==> config.mk <==
export PLATFORM = sky130hd
export DESIGN_NAME = arm64_stub_target_decoder
export DESIGN_NICKNAME = d
export VERILOG_FILES = /design/src/a64std_pkg.sv /design/src/arm64_stub_target_decoder.sv /design/src/a64std_decode.sv /design/src/a64std_addr.sv
export SDC_FILE = /design/constraint.sdc
export NUM_CORES = 1
export LEC_CHECK = 0
export BUFFER_PORTS_ARGS = -buffer_cell sky130_fd_sc_hd__buf_4
export CORE_AREA = 2 2 218 220
export CTS_BUF_LIST = sky130_fd_sc_hd__clkbuf_16
export CTS_CLUSTER_DIAMETER = 150
export DETAILED_ROUTE_END_ITERATION = 12
export DIE_AREA = 0 0 220 222
export PLACE_DENSITY = 0.48
export SLEW_MARGIN = 25
export SYNTH_ARGS = -nofsm -noshare
export SYNTH_HDL_FRONTEND = slang
export SYNTH_HIERARCHICAL = 1
export SYNTH_SLANG_ARGS = --single-unit
==> constraint.sdc <==
create_clock -name clk -period 8.7 [get_ports clk]
set_clock_uncertainty 0.1 [all_clocks]
set_input_delay 0.87 -clock clk [delete_from_list [all_inputs] [get_ports clk]]
set_output_delay 0.87 -clock clk [all_outputs]
set_load 0.005 [all_outputs]
==> src/a64std_pkg.sv <==
// Shared types and constants for the arm64 stub target decoder.
package a64std_pkg;

  // Instruction pattern masks and match values
  localparam logic [31:0] ADRP16_MASK    = 32'h9F00001F;
  localparam logic [31:0] ADRP16_VAL     = 32'h90000010;
  localparam logic [31:0] ADRP_ANY_MASK  = 32'h9F000000;
  localparam logic [31:0] ADRP_ANY_VAL   = 32'h90000000;
  localparam logic [31:0] LDR16_MASK     = 32'hBFC003FF;
  localparam logic [31:0] LDR16_VAL      = 32'hB9400210;
  localparam logic [31:0] ADD16_MASK     = 32'hFFC003FF;
  localparam logic [31:0] ADD16_VAL      = 32'h91000210;
  localparam logic [31:0] ADD_ANY_MASK   = 32'hFFC00000;
  localparam logic [31:0] ADD_ANY_VAL    = 32'h91000000;
  localparam logic [31:0] LDR_ANY_MASK   = 32'hBFC00000;
  localparam logic [31:0] LDR_ANY_VAL    = 32'hB9400000;
  localparam logic [31:0] BRAA_MASK      = 32'hFEFFF800;
  localparam logic [31:0] BRAA_VAL       = 32'hD61F0800;
  localparam logic [31:0] BR_X16         = 32'hD61F0200;
  localparam logic [31:0] BRK_ONE        = 32'hD4200020;

  // Widths of the add immediate, the scaled load offset and their sum
  localparam int unsigned ADD_W = 12;
  localparam int unsigned LDR_W = 15;
  localparam int unsigned OFF_W = 16;

  typedef enum logic [2:0] {
    KIND_NORMAL         = 3'd0,
    KIND_OPTIMIZED      = 3'd1,
    KIND_AUTH_NORMAL    = 3'd2,
    KIND_AUTH_OPTIMIZED = 3'd3,
    KIND_AUTH_RESOLVER  = 3'd4
  } kind_t;

  typedef struct packed {
    logic [63:0] stub_address;
    logic [31:0] word_zero;
    logic [31:0] word_one;
    logic [31:0] word_two;
    logic [31:0] word_three;
  } in_t;

  typedef struct packed {
    logic        matched;
    logic [2:0]  stub_kind;
    logic [63:0] resolved_address;
    logic        is_pointer_slot;
  } out_t;

  // Decode stage result handed to the address stages
  typedef struct packed {
    logic             valid;
    logic             matched;
    kind_t            kind;
    logic             slot;
    logic [63:0]      base;
    logic [63:0]      imm;
    logic [ADD_W-1:0] off_add;
    logic [LDR_W-1:0] off_ldr;
  } dec_t;

  // Wrap an address to 32 bits when requested
  function automatic logic [63:0] wrap_addr(input logic p32, input logic [63:0] v);
    wrap_addr = p32 ? {32'b0, v[31:0]} : v;
  endfunction

endpackage

==> src/arm64_stub_target_decoder.sv <==
// Top level of the arm64 stub target decoder.
//
// Usage: drive in_data (stub address and the four instruction words found
// there) and raise start; a transaction is taken at each rising edge with
// start high and busy low. busy is always low, so one stub may be issued
// every cycle.
// Each transaction yields exactly one result on out_data, shown for a
// single cycle with out_strobe high; out_strobe rises once the stub has
// moved through the decode and page/offset sum registers into the final
// add register. The receiver cannot stall, so results stream out in issue order.
// Stages: decode register, page/offset sum register, final add register.
// Throughput: 1 transaction per cycle; the 64-bit page add and the final
// offset add each own a stage.
// Configuration: cfg_data sets pointer_is_32bit (wrap addresses to 32 bits)
// on a cfg_valid/cfg_ready transaction; cfg_ready is always high. Write it
// only while no transaction is in flight.
// Reset (rst_n low, synchronous) clears all valid bits and sets 64-bit
// address arithmetic.
module arm64_stub_target_decoder (
  input  logic              clk,
  input  logic              rst_n,
  input  logic              start,
  output logic              busy,
  input  a64std_pkg::in_t   in_data,
  output logic              out_strobe,
  output a64std_pkg::out_t  out_data,
  input  logic              cfg_valid,
  output logic              cfg_ready,
  input  logic              cfg_data
);
  import a64std_pkg::*;

  logic p32_r;
  logic in_fire;
  dec_t dec;

  assign busy      = 1'b0;
  assign cfg_ready = 1'b1;
  assign in_fire   = start && !busy;

  // Hold the pointer width register
  always_ff @(posedge clk) begin
    if (!rst_n) begin
      p32_r <= 1'b0;
    end else if (cfg_valid && cfg_ready) begin
      p32_r <= cfg_data;
    end
  end

  a64std_decode u_decode (
    .clk     (clk),
    .rst_n   (rst_n),
    .in_fire (in_fire),
    .in_data (in_data),
    .p32     (p32_r),
    .dec     (dec)
  );

  a64std_addr u_addr (
    .clk     (clk),
    .rst_n   (rst_n),
    .dec     (dec),
    .p32     (p32_r),
    .out_vld (out_strobe),
    .out_res (out_data)
  );

endmodule

==> src/a64std_decode.sv <==
// Pattern match and immediate extraction stage, registered.
module a64std_decode (
  input  logic               clk,
  input  logic               rst_n,
  input  logic               in_fire,
  input  a64std_pkg::in_t    in_data,
  input  logic               p32,
  output a64std_pkg::dec_t   dec
);
  import a64std_pkg::*;

  logic [31:0]      w0, w1, w2, w3;
  logic [63:0]      addr_w;
  logic [32:0]      imm33;
  logic             adrp16, adrp_any;
  logic             m_norm, m_opt, m_anorm, m_aopt, m_ares;
  logic [ADD_W-1:0] add1;
  logic [LDR_W-1:0] ldr1, ldr2;
  dec_t             dec_nxt, dec_r;

  assign w0 = in_data.word_zero;
  assign w1 = in_data.word_one;
  assign w2 = in_data.word_two;
  assign w3 = in_data.word_three;

  // Match the five patterns
  assign adrp16   = (w0 & ADRP16_MASK) == ADRP16_VAL;
  assign adrp_any = (w0 & ADRP_ANY_MASK) == ADRP_ANY_VAL;
  assign m_norm   = adrp16 && ((w1 & LDR16_MASK) == LDR16_VAL) && (w2 == BR_X16);
  assign m_opt    = adrp16 && ((w1 & ADD16_MASK) == ADD16_VAL) && (w2 == BR_X16);
  assign m_anorm  = adrp_any && ((w1 & ADD_ANY_MASK) == ADD_ANY_VAL) &&
                    ((w2 & LDR_ANY_MASK) == LDR_ANY_VAL) &&
                    ((w3 & BRAA_MASK) == BRAA_VAL);
  assign m_aopt   = adrp_any && ((w1 & ADD_ANY_MASK) == ADD_ANY_VAL) &&
                    (w2 == BR_X16) && (w3 == BRK_ONE);
  assign m_ares   = adrp_any && ((w1 & LDR_ANY_MASK) == LDR_ANY_VAL) &&
                    ((w2 & BRAA_MASK) == BRAA_VAL);

  // Extract immediates
  assign addr_w = wrap_addr(p32, in_data.stub_address);
  assign imm33  = {w0[23:5], w0[30:29], 12'b0};
  assign add1   = w1[21:10];
  assign ldr1   = {3'b0, w1[21:10]} << w1[31:30];
  assign ldr2   = {3'b0, w2[21:10]} << w2[31:30];

  // Select the first matching pattern in priority order
  always_comb begin
    dec_nxt         = '0;
    dec_nxt.valid   = in_fire;
    dec_nxt.base    = {addr_w[63:12], 12'b0};
    dec_nxt.imm     = {{31{imm33[32]}}, imm33};
    dec_nxt.matched = 1'b1;
    dec_nxt.kind    = KIND_NORMAL;
    if (m_norm) begin
      dec_nxt.slot    = 1'b1;
      dec_nxt.off_ldr = ldr1;
    end else if (m_opt) begin
      dec_nxt.kind    = KIND_OPTIMIZED;
      dec_nxt.off_add = add1;
    end else if (m_anorm) begin
      dec_nxt.kind    = KIND_AUTH_NORMAL;
      dec_nxt.slot    = 1'b1;
      dec_nxt.off_add = add1;
      dec_nxt.off_ldr = ldr2;
    end else if (m_aopt) begin
      dec_nxt.kind    = KIND_AUTH_OPTIMIZED;
      dec_nxt.off_add = add1;
    end else if (m_ares) begin
      dec_nxt.kind    = KIND_AUTH_RESOLVER;
      dec_nxt.slot    = 1'b1;
      dec_nxt.off_ldr = ldr1;
    end else begin
      dec_nxt.matched = 1'b0;
    end
  end

  // Advance the decode register
  always_ff @(posedge clk) begin
    if (!rst_n) begin
      dec_r.valid <= 1'b0;
    end else begin
      dec_r.valid <= dec_nxt.valid;
    end
    dec_r.matched <= dec_nxt.matched;
    dec_r.kind    <= dec_nxt.kind;
    dec_r.slot    <= dec_nxt.slot;
    dec_r.base    <= dec_nxt.base;
    dec_r.imm     <= dec_nxt.imm;
    dec_r.off_add <= dec_nxt.off_add;
    dec_r.off_ldr <= dec_nxt.off_ldr;
  end

  assign dec = dec_r;

endmodule

==> src/a64std_addr.sv <==
// Two address stages: page sum with offset sum, then the final add.
module a64std_addr (
  input  logic               clk,
  input  logic               rst_n,
  input  a64std_pkg::dec_t   dec,
  input  logic               p32,
  output logic               out_vld,
  output a64std_pkg::out_t   out_res
);
  import a64std_pkg::*;

  logic             v2_r;
  logic             m2_r, slot2_r;
  kind_t            kind2_r;
  logic [63:0]      page2_r, page2_nxt;
  logic [OFF_W-1:0] off2_r, off2_nxt;
  logic             v3_r;
  out_t             res3_r, res3_nxt;

  // Form the page address and combine the small offsets
  assign page2_nxt = wrap_addr(p32, dec.base + dec.imm);
  assign off2_nxt  = OFF_W'(dec.off_add) + OFF_W'(dec.off_ldr);

  // Add offset to page; drop everything for an unmatched stub
  always_comb begin
    res3_nxt = '0;
    if (m2_r) begin
      res3_nxt.matched          = 1'b1;
      res3_nxt.stub_kind        = kind2_r;
      res3_nxt.is_pointer_slot  = slot2_r;
      res3_nxt.resolved_address = wrap_addr(p32, page2_r + {{(64-OFF_W){1'b0}}, off2_r});
    end
  end

  // Advance valid bits
  always_ff @(posedge clk) begin
    if (!rst_n) begin
      v2_r <= 1'b0;
      v3_r <= 1'b0;
    end else begin
      v2_r <= dec.valid;
      v3_r <= v2_r;
    end
  end

  // Advance payload
  always_ff @(posedge clk) begin
    m2_r    <= dec.matched;
    slot2_r <= dec.slot;
    kind2_r <= dec.kind;
    page2_r <= page2_nxt;
    off2_r  <= off2_nxt;
    res3_r  <= res3_nxt;
  end

  assign out_vld = v3_r;
  assign out_res = res3_r;

endmodule

==> run summary <==
The placed cell area is 0.0159 sq mm. The number of hold buffers added after CTS was 0. The share of total power dissipated in the clock network is 37.6%. The global routing usage summed across all routing layers is 15.1%, and the via count is 11207. For this run the aggregate overflow at the end of global routing stands at 0.

The most common flop cell mapped by yosys was sky130_fd_sc_hd__dfxtp_1. The root buffer cell chosen for the clock tree is sky130_fd_sc_hd__clkbuf_16. Once detail routing completed, the nets flagged for antenna violations numbered 0.

In this run the post-CTS setup repair buffer count came out at 0. The number of diodes added for antenna fixing was 0; the worst supply voltage drop on vdd was 0.128 mV. The Yosys warning count was 6; the row count was 79.

The flow ran to the end, and the final reports show no timing, DRC or antenna violations. Cell internal power was estimated by the tool at 2.22 mW. In this run the critical register-to-register path is captured at u_addr/page2_r[62]. The tools report the number of distinct library cells after synthesis as 87. The clock passes through at most 3 buffers. The run gives 1 as the number of levels in the clock H-tree. The netlist area before placement was 0.0138 sq mm; the critical-path maximum fanout was 32. The reg-to-reg setup timing slack was 4.99 ns.

The die outline height was 222 um. CTS saw 263 sinks. The sequential group share of total power was 43.4%.

Number of buffer and inverter instances along the worst setup path: 1. In the final layout, the multi-input gates occupy 0.00772 sq mm. Among cell families on the critical path, the largest total delay comes from compound AO/OA/AOI/OAI gates. The area fraction of the dominant cell type after synthesis came out at 38.2%. The signal on the critical path passes through buf_4 -> ha_1 -> nand4_1 -> nor3_1 -> nand2_1 -> a2111oi_1 -> or3_1 -> a31o_4 -> a31oi_4 -> o21ai_2 -> mux2_4. The number of maximum-capacitance violations was 0; the number of optimization iterations in the first detailed-route pass was 5. Number of hold violations in the final report: 0. After layout, the worst path uses 42.6% of the clock period. TritonCTS built the clock tree. After technology mapping, the gate count stands at 1548. Port buffering added 254 buffers. Via count of the first global-routing pass: 11235.

The synthesized design contains 263 register bits. The logs give 59700 um for the wire length of the first global-routing pass and 7.46 nW for the leakage power figure. For the filler-free cell count of the finished design, the log shows 2379. The path class of the tightest hold or removal check is reg -> reg. The share of the Yosys chip area taken by registers is 38.2%. The number of cells on the worst reg-to-reg path is 11.

For this run, the top clock speed supported by timing is 270 MHz. The detailed router's first-iteration violation count is 472, and the transition time of the tightest slew-check pin is 0.840 ns. The critical path runs through a total of 11 cells. At the end of routability-driven placement, the weighted congestion stood at 0.839. The via count normalized by instance count came out at 4.71. For this design, the slowest cell found on the critical path is sky130_fd_sc_hd__a2111oi_1. STA classifies the critical path endpoint as a register. The worst register-to-register path begins at u_decode/dec[59]. The area growth from synthesis to layout is 22.3%. For this run, asynchronously set or reset flops after synthesis account for 0%. Critical path capture point: u_addr/page2_r[62]. Combinational logic burns 19.0% of the power. In this run, placement finished with an instance count of 2324. The final critical path time including I/O delays and setup was 3.71 ns. sky130_fd_sc_hd__dfxtp_1 is the most common cell in the netlist. The signal arrival time at the worst endpoint was 4.09 ns; the initial antenna violation count was 0. Yosys mapped a number of flops with a built-in enable equal to 0. Ranked by total cell area, the synthesized netlist is headed by sky130_fd_sc_hd__dfxtp_1 (38%), sky130_fd_sc_hd__ha_1 (8.3%), sky130_fd_sc_hd__a21oi_1 (4.0%), sky130_fd_sc_hd__xnor2_1 (3.9%), sky130_fd_sc_hd__nor2_1 (3.6%). The switching share of total power is 29.1%. The cell area after layout came out at 0.0168 sq mm. For the worst-skew pair, the clock arrives at the later sink with an insertion delay of 0.60 ns. The setup TNS was 0 ns. By count the netlist is led by sky130_fd_sc_hd__dfxtp_1 (263), sky130_fd_sc_hd__nor2_1 (131), sky130_fd_sc_hd__a21oi_1 (110).

Detailed-placement wirelength estimate: 30400 um. The area of all sequential standard cells was 0.00527 sq mm; the count of nets after finishing was 2041. In the final layout, the share of cells above drive strength 1 is 19.7%.

Setup violations remaining at the end of the flow were counted as 0. The biggest area contributor in the post-synthesis netlist is sky130_fd_sc_hd__dfxtp_1. In this run, CTS created clock tree buffers numbering 31.

The power per unit of standard cell area was 186 mW/mm^2; the number of fill cells was 4866. The placeable core region is 0.0463 sq mm, and the largest stage delay on the critical path is 0.64 ns. Entering global routing, the biggest net connects 76 pins. The most critical setup path has its startpoint at u_decode/dec[59].

The clock slew seen by the registers of the worst setup and hold paths was 0.06 ns. Dividing the detail-routed wire length by the instance count gives 15.9 um. The die covers 0.0488 sq mm.

The required time of the critical path came out at 9.08 ns. Setup repair after global routing left no endpoint under its margin. The initial utilization of the core area, before any placement, comes to 29.8%. The element type at the critical path start is a register. Summed over all layers, the routed wires come to 37800 um. The number of instances resized during post-cts repair was 0; the mean cell area of the mapped netlist was 8.89 sq um. In this run the count of I/O pins placed on the die edge is 269.

Summed over all nets, the switching power comes to 0.909 mW. Measured against its own limit, the worst slew margin works out to 44.0%. Category of the most critical setup path: reg -> reg. The width of the die is 220 um, and the max-slew violation count is 0. The tools report the count of unresolved DRC violations after routing as 0.
-- how the worst min path moves through the flow --
stage               cells after the start                 to               from  slack, ns
floorplan                               0  u_addr/kind2_r[0]  u_decode/dec[156]       0.21
CTS                                     0        u_addr/m2_r  u_decode/dec[159]       0.23
finish                                  0        u_addr/m2_r  u_decode/dec[159]       0.23
detailed placement                      0        u_addr/m2_r  u_decode/dec[159]       0.22
global placement                        0     u_addr/slot2_r  u_decode/dec[155]       0.21
global route                            0        u_addr/m2_r  u_decode/dec[159]       0.24
-- placed cells by master, fill, tap and decap left out, types with 8 or more instances in the layout --
master                        n
sky130_fd_sc_hd__o21bai_1    18
sky130_fd_sc_hd__inv_1       56
sky130_fd_sc_hd__a21oi_1    110
sky130_fd_sc_hd__clkinv_2     8
sky130_fd_sc_hd__nand2b_1     9
sky130_fd_sc_hd__and3_1      20
sky130_fd_sc_hd__nor4_1      11
sky130_fd_sc_hd__buf_4      260
sky130_fd_sc_hd__a31oi_1     16
sky130_fd_sc_hd__o211ai_1     8
sky130_fd_sc_hd__clkbuf_16   31
sky130_fd_sc_hd__dfxtp_1    262
sky130_fd_sc_hd__nor2_1     131
sky130_fd_sc_hd__ha_1        91
sky130_fd_sc_hd__nand4_1     45
sky130_fd_sc_hd__o21ai_1     13
sky130_fd_sc_hd__nor3_1      21
sky130_fd_sc_hd__xnor2_1     61
sky130_fd_sc_hd__nand3_1     38
sky130_fd_sc_hd__nor2b_1     48
sky130_fd_sc_hd__o21ai_0     58
sky130_fd_sc_hd__and2_1      38
sky130_fd_sc_hd__xor2_1      55
sky130_fd_sc_hd__a211oi_1    13
sky130_fd_sc_hd__a21o_1      46
sky130_fd_sc_hd__a2111oi_2    9
sky130_fd_sc_hd__conb_1      28
sky130_fd_sc_hd__or3_1       14
sky130_fd_sc_hd__mux2i_1     17
sky130_fd_sc_hd__nand2_1     93
sky130_fd_sc_hd__o22ai_1     11
-- through the flow --
step	util, %	hold slack (ns)	worst slack [ns]	power, mW
2_1_floorplan	-	0.210	5.32	1.79
3_3_place_gp	34.4	0.211	4.84	1.97
6_report	36.4	0.227	4.99	3.13
4_1_cts	36.4	0.232	5.05	3.17
5_1_grt	36.4	0.236	4.69	3.31
3_5_place_dp	34.4	0.218	4.81	1.97
-- metal layers --
layer | wire length, um | track usage (%) | vias up
met2 | 16400 | 23.6 | 257
met4 | 935 | 4.65 | 0
met1 | 18800 | 21.5 | 5100
li1 | - | - | 5799
met3 | 1660 | 1.81 | 51
met5 | 0 | 0 | -
-- final cells by class --
type / count / area share [%]
Clock buffer: 31 / 4.61
Clock inverter: 24 / 0.914
Multi-Input combinational cell: 1139 / 45.9
Inverter: 55 / 1.23
Tap cell: 607 / 4.51
Sequential cell: 263 / 31.3
Timing Repair Buffer: 260 / 11.6
-- power by group through the flow --
stage | Combinational (mW) | Clock, mW | Sequential (mW)
after floorplan | 0.425 | 0 | 1.37
after global placement | 0.585 | 0 | 1.38
after detailed placement | 0.583 | 0 | 1.39
after CTS | 0.586 | 1.23 | 1.36
after global routing | 0.660 | 1.28 | 1.37
final | 0.594 | 1.18 | 1.36
-- registers in the layout, summed over array words and instances, names as in the netlist, 3 cells and up --
signal	flops
u_addr/out_res	69
u_addr/off2_r	16
u_addr/page2_r	64
u_addr/kind2_r	3
u_decode/dec	106
-- logic make-up (layout without fill, tap and decap cells) --
family	Yosys count	after routing	synth area share, %
and+or+nand+nor	508	508	19.3
AOI/OAI and AO/OA	365	365	17.8
DFF	263	263	38.2
buffers and inverters	171	370	6.37
xor gates and xnor gates	116	116	7.38
adders and majority gates	94	94	8.71
muxes	28	28	2.16
other	3	28	0.0818
(Power assumes the default switching activity.)
